**src/rtl/ifd_pkg.sv**
```systemverilog
`timescale 1ns / 1ps
// ----------------------------------------------------------------------------
// ifd_pkg
// Types and constants shared by the information frame deframer files.
// ----------------------------------------------------------------------------
package ifd_pkg;

    localparam int unsigned BYTE_W   = 8;
    localparam int unsigned PADDR_W  = 5;
    localparam int unsigned PDATA_W  = 32;

    // Register indexes, byte address = 4 * index.
    localparam logic [2:0] REG_FLAG_VALUE        = 3'd0;
    localparam logic [2:0] REG_ESCAPE_VALUE      = 3'd1;
    localparam logic [2:0] REG_FLAG_SUBSTITUTE   = 3'd2;
    localparam logic [2:0] REG_ESCAPE_SUBSTITUTE = 3'd3;
    localparam logic [2:0] REG_SENDER_ADDRESS    = 3'd4;
    localparam logic [2:0] REG_CONTROL_EVEN      = 3'd5;
    localparam logic [2:0] REG_CONTROL_ODD       = 3'd6;

    localparam logic [BYTE_W-1:0] RST_FLAG_VALUE        = 8'h7E;
    localparam logic [BYTE_W-1:0] RST_ESCAPE_VALUE      = 8'h7D;
    localparam logic [BYTE_W-1:0] RST_FLAG_SUBSTITUTE   = 8'h5E;
    localparam logic [BYTE_W-1:0] RST_ESCAPE_SUBSTITUTE = 8'h5D;
    localparam logic [BYTE_W-1:0] RST_SENDER_ADDRESS    = 8'h03;
    localparam logic [BYTE_W-1:0] RST_CONTROL_EVEN      = 8'h00;
    localparam logic [BYTE_W-1:0] RST_CONTROL_ODD       = 8'h40;

    typedef enum logic [1:0] {
        EV_DATA     = 2'd0,
        EV_OK       = 2'd1,
        EV_MISMATCH = 2'd2,
        EV_BADESC   = 2'd3
    } event_kind_t;

    typedef struct packed {
        logic [BYTE_W-1:0] flag_value;
        logic [BYTE_W-1:0] escape_value;
        logic [BYTE_W-1:0] flag_substitute;
        logic [BYTE_W-1:0] escape_substitute;
        logic [BYTE_W-1:0] sender_address;
        logic [BYTE_W-1:0] control_even;
        logic [BYTE_W-1:0] control_odd;
    } cfg_t;

    typedef struct packed {
        logic              valid;
        event_kind_t       event_kind;
        logic [BYTE_W-1:0] payload_byte;
        logic              frame_sequence;
    } result_t;

endpackage

```
**src/rtl/ifd_rx_if.sv**
```systemverilog
`timescale 1ns / 1ps
// ----------------------------------------------------------------------------
// ifd_rx_if
// Valid/ready channel carrying raw received line bytes.
// ----------------------------------------------------------------------------
interface ifd_rx_if;
    logic       valid;
    logic       ready;
    logic [7:0] rx_byte;

    modport source (output valid, output rx_byte, input ready);
    modport sink   (input valid, input rx_byte, output ready);
endinterface

```
**src/rtl/ifd_evt_if.sv**
```systemverilog
`timescale 1ns / 1ps
// ----------------------------------------------------------------------------
// ifd_evt_if
// Valid/ready channel carrying deframer events and payload bytes.
// ----------------------------------------------------------------------------
interface ifd_evt_if;
    logic       valid;
    logic       ready;
    logic [1:0] event_kind;
    logic [7:0] payload_byte;
    logic       frame_sequence;

    modport source (output valid, output event_kind, output payload_byte,
                    output frame_sequence, input ready);
    modport sink   (input valid, input event_kind, input payload_byte,
                    input frame_sequence, output ready);
endinterface

```
**src/rtl/info_frame_deframer_unit.sv**
```systemverilog
`timescale 1ns / 1ps
// ----------------------------------------------------------------------------
// info_frame_deframer_unit
// Receives byte-stuffed information frames with XOR header and data checks
// and delivers payload bytes, end-of-frame status events and bad-escape events.
// ----------------------------------------------------------------------------
// A byte taken into the input register has its event, if any, formed by the
// frame core and registered in the result register when that can advance.
// Throughput: one byte per cycle; the frame state is updated in one pass. The
// line side stalls only while both registers are full and the event side waits.
// Reset: rst_n asynchronous, active low; the frame hunt restarts and all
// configuration registers return to their default values.
// ----------------------------------------------------------------------------
module info_frame_deframer_unit (
    input  logic                          clk,
    input  logic                          rst_n,
    input  logic                          psel,
    input  logic                          penable,
    input  logic                          pwrite,
    input  logic [ifd_pkg::PADDR_W-1:0]   paddr,
    input  logic [ifd_pkg::PDATA_W-1:0]   pwdata,
    output logic [ifd_pkg::PDATA_W-1:0]   prdata,
    output logic                          pready,
    ifd_rx_if.sink                        rx,
    ifd_evt_if.source                     events
);
    import ifd_pkg::*;

    cfg_t              cfg_reg;
    logic [2:0]        reg_index;
    logic              cfg_write;

    logic              in_valid_reg;
    logic [BYTE_W-1:0] in_byte_reg;
    logic              advance;
    logic              step;
    result_t           result;

    logic              out_valid_reg;
    event_kind_t       out_kind_reg;
    logic [BYTE_W-1:0] out_byte_reg;
    logic              out_seq_reg;

    // Configuration port.
    assign pready    = 1'b1;
    assign reg_index = paddr[4:2];
    assign cfg_write = psel && penable && pwrite && pready;

    always_ff @(posedge clk or negedge rst_n)
    begin
        if (!rst_n)
        begin
            cfg_reg.flag_value        <= RST_FLAG_VALUE;
            cfg_reg.escape_value      <= RST_ESCAPE_VALUE;
            cfg_reg.flag_substitute   <= RST_FLAG_SUBSTITUTE;
            cfg_reg.escape_substitute <= RST_ESCAPE_SUBSTITUTE;
            cfg_reg.sender_address    <= RST_SENDER_ADDRESS;
            cfg_reg.control_even      <= RST_CONTROL_EVEN;
            cfg_reg.control_odd       <= RST_CONTROL_ODD;
        end
        else if (cfg_write)
        begin
            unique case (reg_index)
                REG_FLAG_VALUE:        cfg_reg.flag_value        <= pwdata[BYTE_W-1:0];
                REG_ESCAPE_VALUE:      cfg_reg.escape_value      <= pwdata[BYTE_W-1:0];
                REG_FLAG_SUBSTITUTE:   cfg_reg.flag_substitute   <= pwdata[BYTE_W-1:0];
                REG_ESCAPE_SUBSTITUTE: cfg_reg.escape_substitute <= pwdata[BYTE_W-1:0];
                REG_SENDER_ADDRESS:    cfg_reg.sender_address    <= pwdata[BYTE_W-1:0];
                REG_CONTROL_EVEN:      cfg_reg.control_even      <= pwdata[BYTE_W-1:0];
                REG_CONTROL_ODD:       cfg_reg.control_odd       <= pwdata[BYTE_W-1:0];
                default:               ;
            endcase
        end
    end

    always_comb
    begin
        prdata = '0;
        unique case (reg_index)
            REG_FLAG_VALUE:        prdata[BYTE_W-1:0] = cfg_reg.flag_value;
            REG_ESCAPE_VALUE:      prdata[BYTE_W-1:0] = cfg_reg.escape_value;
            REG_FLAG_SUBSTITUTE:   prdata[BYTE_W-1:0] = cfg_reg.flag_substitute;
            REG_ESCAPE_SUBSTITUTE: prdata[BYTE_W-1:0] = cfg_reg.escape_substitute;
            REG_SENDER_ADDRESS:    prdata[BYTE_W-1:0] = cfg_reg.sender_address;
            REG_CONTROL_EVEN:      prdata[BYTE_W-1:0] = cfg_reg.control_even;
            REG_CONTROL_ODD:       prdata[BYTE_W-1:0] = cfg_reg.control_odd;
            default:               prdata = '0;
        endcase
    end

    // The held byte moves on whenever the result register is free or being
    // drained, so while that holds a new transaction can be taken every cycle.
    assign advance  = !out_valid_reg || events.ready;
    assign step     = in_valid_reg && advance;
    assign rx.ready = !in_valid_reg || advance;

    always_ff @(posedge clk or negedge rst_n)
    begin
        if (!rst_n)
            in_valid_reg <= 1'b0;
        else if (rx.ready)
            in_valid_reg <= rx.valid;
    end

    always_ff @(posedge clk)
    begin
        if (rx.ready && rx.valid)
            in_byte_reg <= rx.rx_byte;
    end

    ifd_core u_core (
        .clk     (clk),
        .rst_n   (rst_n),
        .cfg     (cfg_reg),
        .step    (step),
        .rx_byte (in_byte_reg),
        .result  (result)
    );

    always_ff @(posedge clk or negedge rst_n)
    begin
        if (!rst_n)
            out_valid_reg <= 1'b0;
        else if (advance)
            out_valid_reg <= result.valid;
    end

    always_ff @(posedge clk)
    begin
        if (advance && result.valid)
        begin
            out_kind_reg <= result.event_kind;
            out_byte_reg <= result.payload_byte;
            out_seq_reg  <= result.frame_sequence;
        end
    end

    assign events.valid          = out_valid_reg;
    assign events.event_kind     = 2'(out_kind_reg);
    assign events.payload_byte   = out_byte_reg;
    assign events.frame_sequence = out_seq_reg;

endmodule

```
**src/rtl/ifd_core.sv**
```systemverilog
`timescale 1ns / 1ps
// ----------------------------------------------------------------------------
// ifd_core
// Frame state machine: header matching, destuffing, one-byte hold-back and
// XOR block check. Processes one byte per cycle when step is high.
// ----------------------------------------------------------------------------
module ifd_core (
    input  logic             clk,
    input  logic             rst_n,
    input  ifd_pkg::cfg_t    cfg,
    input  logic             step,
    input  logic [7:0]       rx_byte,
    output ifd_pkg::result_t result
);
    import ifd_pkg::*;

    typedef enum logic [2:0] {
        PH_HUNT = 3'd0,
        PH_FLAG = 3'd1,
        PH_ADDR = 3'd2,
        PH_CTRL = 3'd3,
        PH_DATA = 3'd4
    } phase_t;

    phase_t            phase_reg, phase_next;
    logic              seq_reg, seq_next;
    logic              esc_reg, esc_next;
    logic [BYTE_W-1:0] held_reg, held_next;
    logic              held_valid_reg, held_valid_next;
    logic [BYTE_W-1:0] parity_reg, parity_next;

    always_comb
    begin
        logic              take;
        logic [BYTE_W-1:0] take_val;
        logic [BYTE_W-1:0] ctrl;

        phase_next      = phase_reg;
        seq_next        = seq_reg;
        esc_next        = esc_reg;
        held_next       = held_reg;
        held_valid_next = held_valid_reg;
        parity_next     = parity_reg;
        take            = 1'b0;
        take_val        = rx_byte;
        ctrl            = seq_reg ? cfg.control_odd : cfg.control_even;

        result.valid          = 1'b0;
        result.event_kind     = EV_DATA;
        result.payload_byte   = '0;
        result.frame_sequence = seq_reg;

        unique case (phase_reg)
            PH_FLAG:
            begin
                if (rx_byte == cfg.sender_address)
                    phase_next = PH_ADDR;
                else if (rx_byte != cfg.flag_value)
                    phase_next = PH_HUNT;
            end
            PH_ADDR:
            begin
                priority if (rx_byte == cfg.control_even)
                begin
                    seq_next   = 1'b0;
                    phase_next = PH_CTRL;
                end
                else if (rx_byte == cfg.control_odd)
                begin
                    seq_next   = 1'b1;
                    phase_next = PH_CTRL;
                end
                else if (rx_byte == cfg.flag_value)
                    phase_next = PH_FLAG;
                else
                    phase_next = PH_HUNT;
            end
            PH_CTRL:
            begin
                priority if (rx_byte == (cfg.sender_address ^ ctrl))
                begin
                    phase_next      = PH_DATA;
                    esc_next        = 1'b0;
                    held_next       = '0;
                    held_valid_next = 1'b0;
                    parity_next     = '0;
                end
                else if (rx_byte == cfg.flag_value)
                    phase_next = PH_FLAG;
                else
                    phase_next = PH_HUNT;
            end
            PH_DATA:
            begin
                priority if (rx_byte == cfg.flag_value)
                begin
                    // A closing flag also opens the next frame.
                    result.valid = 1'b1;
                    if (esc_reg)
                        result.event_kind = EV_BADESC;
                    else if (held_valid_reg && held_reg == parity_reg)
                        result.event_kind = EV_OK;
                    else
                        result.event_kind = EV_MISMATCH;
                    esc_next   = 1'b0;
                    phase_next = PH_FLAG;
                end
                else if (esc_reg)
                begin
                    esc_next = 1'b0;
                    priority if (rx_byte == cfg.flag_substitute)
                    begin
                        take     = 1'b1;
                        take_val = cfg.flag_value;
                    end
                    else if (rx_byte == cfg.escape_substitute)
                    begin
                        take     = 1'b1;
                        take_val = cfg.escape_value;
                    end
                    else
                    begin
                        result.valid      = 1'b1;
                        result.event_kind = EV_BADESC;
                        phase_next        = PH_HUNT;
                    end
                end
                else if (rx_byte == cfg.escape_value)
                    esc_next = 1'b1;
                else
                    take = 1'b1;
            end
            default:
                phase_next = (rx_byte == cfg.flag_value) ? PH_FLAG : PH_HUNT;
        endcase

        // The byte held back from an earlier step goes out only once a
        // later byte proves it is not the check byte.
        if (take)
        begin
            if (held_valid_reg)
            begin
                result.valid        = 1'b1;
                result.event_kind   = EV_DATA;
                result.payload_byte = held_reg;
                parity_next         = parity_reg ^ held_reg;
            end
            held_next       = take_val;
            held_valid_next = 1'b1;
        end

        if (!step)
            result.valid = 1'b0;
    end

    always_ff @(posedge clk or negedge rst_n)
    begin
        if (!rst_n)
        begin
            phase_reg      <= PH_HUNT;
            seq_reg        <= 1'b0;
            esc_reg        <= 1'b0;
            held_reg       <= '0;
            held_valid_reg <= 1'b0;
            parity_reg     <= '0;
        end
        else if (step)
        begin
            phase_reg      <= phase_next;
            seq_reg        <= seq_next;
            esc_reg        <= esc_next;
            held_reg       <= held_next;
            held_valid_reg <= held_valid_next;
            parity_reg     <= parity_next;
        end
    end

endmodule
```
**src/flat_wrapper.sv**
```systemverilog
// flat-port wrapper written by rule: the top's interface ports become plain ports
module info_frame_deframer_unit_flat import ifd_pkg::*;
  (clk, rst_n, psel, penable, pwrite, paddr, pwdata, prdata, pready, rx_valid, rx_rx_byte, rx_ready, events_valid, events_event_kind, events_payload_byte, events_frame_sequence, events_ready);
  ifd_rx_if rx_i ();
  ifd_evt_if events_i ();
  input  logic clk;
  input  logic rst_n;
  input  logic psel;
  input  logic penable;
  input  logic pwrite;
  input  logic [ifd_pkg::PADDR_W-1:0] paddr;
  input  logic [ifd_pkg::PDATA_W-1:0] pwdata;
  output logic [ifd_pkg::PDATA_W-1:0] prdata;
  output logic pready;
  input wire logic [$bits(rx_i.valid)-1:0] rx_valid;
  input wire logic [$bits(rx_i.rx_byte)-1:0] rx_rx_byte;
  output wire logic [$bits(rx_i.ready)-1:0] rx_ready;
  output wire logic [$bits(events_i.valid)-1:0] events_valid;
  output wire logic [$bits(events_i.event_kind)-1:0] events_event_kind;
  output wire logic [$bits(events_i.payload_byte)-1:0] events_payload_byte;
  output wire logic [$bits(events_i.frame_sequence)-1:0] events_frame_sequence;
  input wire logic [$bits(events_i.ready)-1:0] events_ready;
  assign rx_i.valid = rx_valid;
  assign rx_i.rx_byte = rx_rx_byte;
  assign rx_ready = rx_i.ready;
  assign events_valid = events_i.valid;
  assign events_event_kind = events_i.event_kind;
  assign events_payload_byte = events_i.payload_byte;
  assign events_frame_sequence = events_i.frame_sequence;
  assign events_i.ready = events_ready;
  info_frame_deframer_unit u_core (.clk(clk), .rst_n(rst_n), .psel(psel), .penable(penable), .pwrite(pwrite), .paddr(paddr), .pwdata(pwdata), .prdata(prdata), .pready(pready), .rx(rx_i), .events(events_i));
endmodule
```
**config.mk**
```make
export PLATFORM = sky130hd
export DESIGN_NAME = info_frame_deframer_unit_flat
export DESIGN_NICKNAME = d
export VERILOG_FILES = /design/src/rtl/ifd_pkg.sv /design/src/rtl/ifd_rx_if.sv /design/src/rtl/ifd_evt_if.sv /design/src/rtl/info_frame_deframer_unit.sv /design/src/rtl/ifd_core.sv /design/src/flat_wrapper.sv
export SDC_FILE = /design/constraint.sdc
export NUM_CORES = 1
export LEC_CHECK = 0
export BUFFER_PORTS_ARGS = -buffer_cell sky130_fd_sc_hd__buf_2
export CAP_MARGIN = 20
export CORE_MARGIN = 3
export CORE_UTILIZATION = 40
export CTS_CLUSTER_SIZE = 20
export DETAILED_ROUTE_END_ITERATION = 12
export PLACE_DENSITY = 0.69
export SLEW_MARGIN = 0
export SYNTH_ARGS = -nofsm -noshare
export SYNTH_HDL_FRONTEND = slang
export SYNTH_SLANG_ARGS = --single-unit
```
**constraint.sdc**
```tcl
create_clock -name clk -period 3.55 [get_ports clk]
set_input_delay 0 -clock clk [delete_from_list [all_inputs] [get_ports clk]]
set_output_delay 0 -clock clk [all_outputs]
set_load 0.03 [all_outputs]
```
Word level (Yosys, flattened, before mapping)

Index checks and enable logic that the tools add are counted.

Equality and inequality tests: 25
Multiplexer cells: 50
Bitwise logic cells: 2
Reductions and logical operators: 27

Operator list:

| cell                                                                  | count |
|---|---|
| 8-bit 2-to-1 mux                                                      | 13 |
| 8-bit equality test                                                   | 9 |
| 8-bit case mux with 7 select lines                                    | 1 |
| 3-bit 2-to-1 mux                                                      | 12 |
| 11-bit 2-to-1 mux                                                     | 2 |
| 1-bit 2-to-1 mux                                                      | 16 |
| 2-bit AND reduction                                                   | 8 |
| 8-bit XOR                                                             | 2 |
| 3-bit by 2-bit equality test with 1-bit output, second input constant | 4 |
| 3-bit equality test, second input constant                            | 4 |
| 3-bit inequality test, second input constant                          | 4 |
| 3-bit case mux with 4 select lines                                    | 1 |
| 3-bit AND reduction                                                   | 3 |
| 2-bit 2-to-1 mux                                                      | 4 |
| 8-bit inequality test                                                 | 1 |
| 2-bit nonzero test                                                    | 4 |
| 3-bit by 1-bit equality test with 1-bit output, second input constant | 2 |
| 1-bit logical AND                                                     | 6 |
| 5-bit AND reduction                                                   | 1 |
| 3-bit logical NOT                                                     | 1 |
| 1-bit logical NOT                                                     | 2 |
| 1-bit logical OR                                                      | 2 |
| 2-bit inequality test, second input constant                          | 1 |
| 1-bit case mux with 2 select lines                                    | 1 |

Register bits after elaboration: 99
Input port bits: 52
Output and inout port bits: 46
Logic and storage cells: 123

Logic depth before layout (Yosys ltp)

Depth after elaboration: 10
Mapped depth: 10
Mapped depth without buffers: 7

By module

Synthesis repeated with hierarchy kept, for this count alone.

Cells, all modules: 500
Area total of the unflattened synthesis: 5924.4 µm²

By module, submodules not included:

| module                   | times used | cells an instance | area each (µm²) | sequential area each (µm²) |
|---|---|---|---|---|
| info_frame_deframer_unit | 1          | 252               | 3636.0          | 2053.2 |
| ifd_core                 | 1          | 248               | 2288.4          | 550.5 |

Least setup slack after synthesis

OpenSTA, ideal clock, no wires.

Path kind: register to register
Start: register u_core.in_byte_reg[6]
End: register u_core.out_kind_reg[0] (netlist: u_core.events.event_kind[0]) (enable)
Setup time: 0.378 ns
Data arrival time: 2.043 ns
Data required time: 3.172 ns
Setup slack: 1.128 ns
Stages on the path, launching flop included: 11
Buffers on the path: 3
Clock period less this slack: 2.422 ns
Cell sequence: edfxtp_1 > buf_4 > xnor2_1 > nand4_1 > nor2_1 > o311a_2 > and2_4 > buf_6 > buf_6 > nor2_1 > nor2_1

Word-level cells in the longest chain between the ends: 10
Elaborated cells between the ends (all ways): 19
Those cells by class: eq/ne: 4; mux: 14; reduce/logical: 1

RTL lines:

| what                   | RTL line                        | RTL |
|---|---|---|
| from (decl)            | info_frame_deframer_unit.sv:34  | `logic [BYTE_W-1:0] in_byte_reg;` |
| from (signal assigned) | info_frame_deframer_unit.sv:108 | `in_byte_reg <= rx.rx_byte;` |
| 8-bit equality test    | ifd_core.sv:116                 | `else if (rx_byte == cfg.escape_substitute)` |
| 3-bit 2-to-1 mux       | ifd_core.sv:116                 |  |
| 3-bit 2-to-1 mux       | ifd_core.sv:111                 | `priority if (rx_byte == cfg.flag_substitute)` |
| 3-bit 2-to-1 mux       | ifd_core.sv:108                 | `else if (esc_reg)` |
| 3-bit 2-to-1 mux       | ifd_core.sv:95                  | `priority if (rx_byte == cfg.flag_value)` |
| 3-bit 2-to-1 mux       | ifd_core.sv:53                  | `unique case (phase_reg)` |
| 11-bit 2-to-1 mux      | ifd_core.sv:141                 | `if (held_valid_reg)` |
| 11-bit 2-to-1 mux (*)  | ifd_core.sv:139                 | `if (take)` |
| 1-bit 2-to-1 mux (*)   | ifd_core.sv:152                 | `if (!step)` |
| 1-bit logical AND (*)  | info_frame_deframer_unit.sv:130 | `if (advance && result.valid)` |
| to (signal assigned)   | info_frame_deframer_unit.sv:132 | `out_kind_reg <= result.event_kind;` |
| to (decl)              | info_frame_deframer_unit.sv:40  | `event_kind_t out_kind_reg;` |

Mark *: on every way between the ends. The rest lies on a longest branch, timed or not.
A chain may end at the register's enable or synchronous reset.

Worst setup path in the final report

Start: register u_core.in_byte_reg[1]
End: register u_core.out_kind_reg[0] (netlist: u_core.events.event_kind[0]) (enable)

Same word-level chain as after synthesis.

==> results_dict.tcl <==
set metrics [dict create \
    status "complete, no violations" \
    ys_warn_count 0 \
    finalSetupViolCount 0 \
    grt_overflow 0 \
    crit_chain "xnor2_1 > nand4_1 > nor2_1 > o311a_2 > and2_4 > nor2_1 > nor2_1 > buf_4" \
    area_growth_pct 12.7 \
    post-route-period-util_pct 78.7 \
    power_switching_uw 938 \
    rsz0062_at_grt "no" \
    largest_reg_flops 56 \
    drcViolationCount 0 \
    max_slew_margin_pct 43.9 \
    layout_common_cells "69 x mux2_2, 55 x dfrtp_1, 48 x xnor2_1, 45 x buf_2" \
    clock_power_share_pct 31.0 \
    path_buf_inv 1 \
    antenna_cells 0 \
    cap_violations 0 \
    die_h_um 126 \
    intPower_uw 2210 \
    clock_tree.buffer_depth 2 \
    vias 4022 \
    cts_made_buffers 9 \
    cp-start-kind "flip-flop" \
    synth_cell_type_count 50 \
    power_frac_comb_pct 20.7 \
    synth_edf_count 19 \
    dieWidth_um 126 \
    p_per_area_nw_per_um2 484 \
    switching_share_pct 29.8 \
    multi_input_area_um2 2890 \
    holdWs_ns 0.0149 \
    syn_area_um2 5770 \
    path_clk_slew_ns 0.07 \
    max_freq_mhz 358 \
    fin_worst_skew_ns 0.00737 \
    max_stage_delay_ns 0.58 \
    antenna_found_initial 0 \
    yosys_register_bits 99 \
    grt_pass1_wl_um 21300 \
    insertion_delay_ns 0.35 \
    crit_top_cell "nor2_1" \
    crit_fanout 17 \
    final_util_pct 46.5 \
    hold_class "input port to flip-flop" \
    critical_path_class "flip-flop to flip-flop" \
    htreeDepth 3 \
    ant_nets 0 \
    power_frac_seq_pct 48.3 \
    dr.pass1.iters 5 \
    async_flop_share_pct 80.8 \
    avgSynthCellArea_um2 11.4 \
    crit_family "simple AND/OR/NAND/NOR gates" \
    synth-main-ff-cell "dfrtp_1" \
    globalplace.congestion 0.917 \
    fill_cells 1292 \
    cts-root-buf "clkbuf_16" \
    hpwl_um 9690 \
    io-pin-count 98 \
    final_hold_viol_count 0 \
    viasPerCell 5.41 \
    drt-wirelength-per-cell_um 17.9 \
    cpMaxStageDelayCell "edfxtp_1" \
    worst_pin_slew_ns 0.839 \
    port_buffers 46 \
    endpoint_kind "flip-flop" \
    cp.required_ns 3.61 \
    drt-total-wl_um 13300 \
    nets 611 \
    final_common_cell "mux2_2" \
    clock-sinks 99 \
    drv_slew 0 \
    grt_usage_pct 17.0 \
    seq_area_um2 2600 \
    initial_core_util_pct 41.3 \
    cp_data_arrival_time_ns 2.85 \
    core_area_um2 14000 \
    grt_pass1_vias 3937 \
    post_cts_resized 0 \
    finalSetupTns_ns 0 \
    dieArea_um2 15900 \
    vdd_drop_max_mv 0.278 \
    drtIter0Drc 333 \
    synthCells 504 \
    rows 43 \
    fin_crit_ns 2.79 \
    final_layout_size_suffix_gt1_share_pct 29.8 \
    yosysSeqAreaShare_pct 45.1 \
    cts_tree "done" \
    grt_max_degree 81 \
    power.leakage_uw 0.00267 \
]
final cells by class:
class,count,share of cell area (%)
multi-input cells,375,44.4
clock buffers,10,3.52
clock inverters,6,1.02
inverters,5,0.289
repair buffers,69,7.24
flip-flops and latches,99,40.1
well taps,180,3.46
power groups by stage:
stage / Combinational (uW) / Clock [uW] / Sequential [uW]
after global placement: 615 / 0 / 1530
after detailed placement: 626 / 0 / 1540
after floorplan: 542 / 0 / 1450
after CTS: 645 / 1000 / 1520
after global routing: 707 / 1050 / 1540
final: 650 / 975 / 1520
cell families after synthesis:
logic type             count (synthesis)  synth area share, %
flip-flops                            99                 45.1
AO/OA/AOI/OAI                         62                 7.44
AND/OR/NAND/NOR                      121                 11.6
multiplexers                          95                 18.4
other                                  2                0.130
buffers and inverters                 53                 6.33
XOR/XNOR                              72                 10.9
worst register-to-register path, cell delays in order, from the launching register on:
cell and delay (ns):
edfxtp_1 0.58, xnor2_1 0.31, nand4_1 0.13, nor2_1 0.36, o311a_2 0.38, and2_4 0.30
nor2_1 0.09, nor2_1 0.15, buf_4 0.21
synthesized netlist by cell type, types with 2 or more instances:
| cell | number | area share [%] |
|---|---|---|
| nand3b_1 | 2 | 0.26 |
| a221o_1 | 8 | 1.4 |
| buf_4 | 28 | 3.6 |
| a22oi_1 | 6 | 0.78 |
| a31oi_1 | 3 | 0.33 |
| edfxtp_1 | 19 | 9.9 |
| inv_1 | 5 | 0.33 |
| nor2b_1 | 12 | 1.3 |
| nor4_1 | 6 | 0.65 |
| a21oi_1 | 10 | 0.87 |
| a221oi_1 | 2 | 0.30 |
| or3_1 | 2 | 0.22 |
| clkbuf_1 | 8 | 0.52 |
| o221ai_1 | 2 | 0.30 |
| mux4_2 | 2 | 0.78 |
| mux2i_1 | 24 | 4.2 |
| xnor2_1 | 48 | 7.3 |
| nand4_1 | 12 | 1.3 |
| nor3_1 | 7 | 0.61 |
| xor2_1 | 24 | 3.6 |
| mux2_2 | 69 | 13 |
| conb_1 | 2 | 0.13 |
| and2_1 | 2 | 0.22 |
| dfstp_2 | 25 | 11 |
| a22o_1 | 2 | 0.30 |
| o22ai_1 | 2 | 0.22 |
| dfrtp_1 | 55 | 24 |
| buf_1 | 3 | 0.20 |
| buf_6 | 8 | 1.6 |
| nand2_1 | 23 | 1.5 |
| and4b_1 | 8 | 1.4 |
| o21ai_0 | 18 | 1.6 |
| o21a_1 | 2 | 0.26 |
| nand2b_1 | 4 | 0.43 |
| and3_1 | 9 | 0.98 |
| nor2_1 | 25 | 1.6 |
| nand3_1 | 4 | 0.35 |
what timing repair did:
action,4_1_cts,5_1_grt
hold buffers,18,0
buffers inserted,0,0
hold endpoints to repair,104,0
metrics by stage:
step                      setup WS [ns]  area (um^2)  instances  total power (uW)
after detailed placement          0.775         5990        708              2160
final                             0.756         6500        744              3150
after global routing              0.617         6500        744              3300
after CTS                         0.769         6470        742              3170
after floorplan                    1.13         5860        527              2000
after global placement            0.845         5990        708              2150
layer usage:
layer	track usage [%]	vias to the layer above	part of all wire (%)
li1	-	1874	-
met1	23.3	1964	46
met2	26.9	161	46
met3	3.60	23	5.7
met4	5.99	0	2.2
met5	0	-	0
worst paths after layout:
path / start / to / slack [ns] / cells after the start
worst max-delay path: u_core.in_byte_reg[1]$_DFFE_PP_ / u_core.events.event_kind[0]$_DFFE_PP_ / 0.76 / 8
worst max register to register: u_core.in_byte_reg[1]$_DFFE_PP_ / u_core.events.event_kind[0]$_DFFE_PP_ / 0.76 / 8
max in group asynchronous: rst_n / u_core.cfg_reg[42]$_DFFE_PN1P_ / 2.85 / 3
worst min-delay path: pwdata[3] / u_core.cfg_reg[27]$_DFFE_PN1P_ / 0.01 / 2
worst min register to register: u_core.cfg_reg[23]$_DFFE_PN0P_ / u_core.cfg_reg[23]$_DFFE_PN0P_ / 0.56 / 1
min in group asynchronous: rst_n / u_core.cfg_reg[31]$_DFFE_PN0P_ / 0.06 / 2
(Power assumes the default switching activity.)
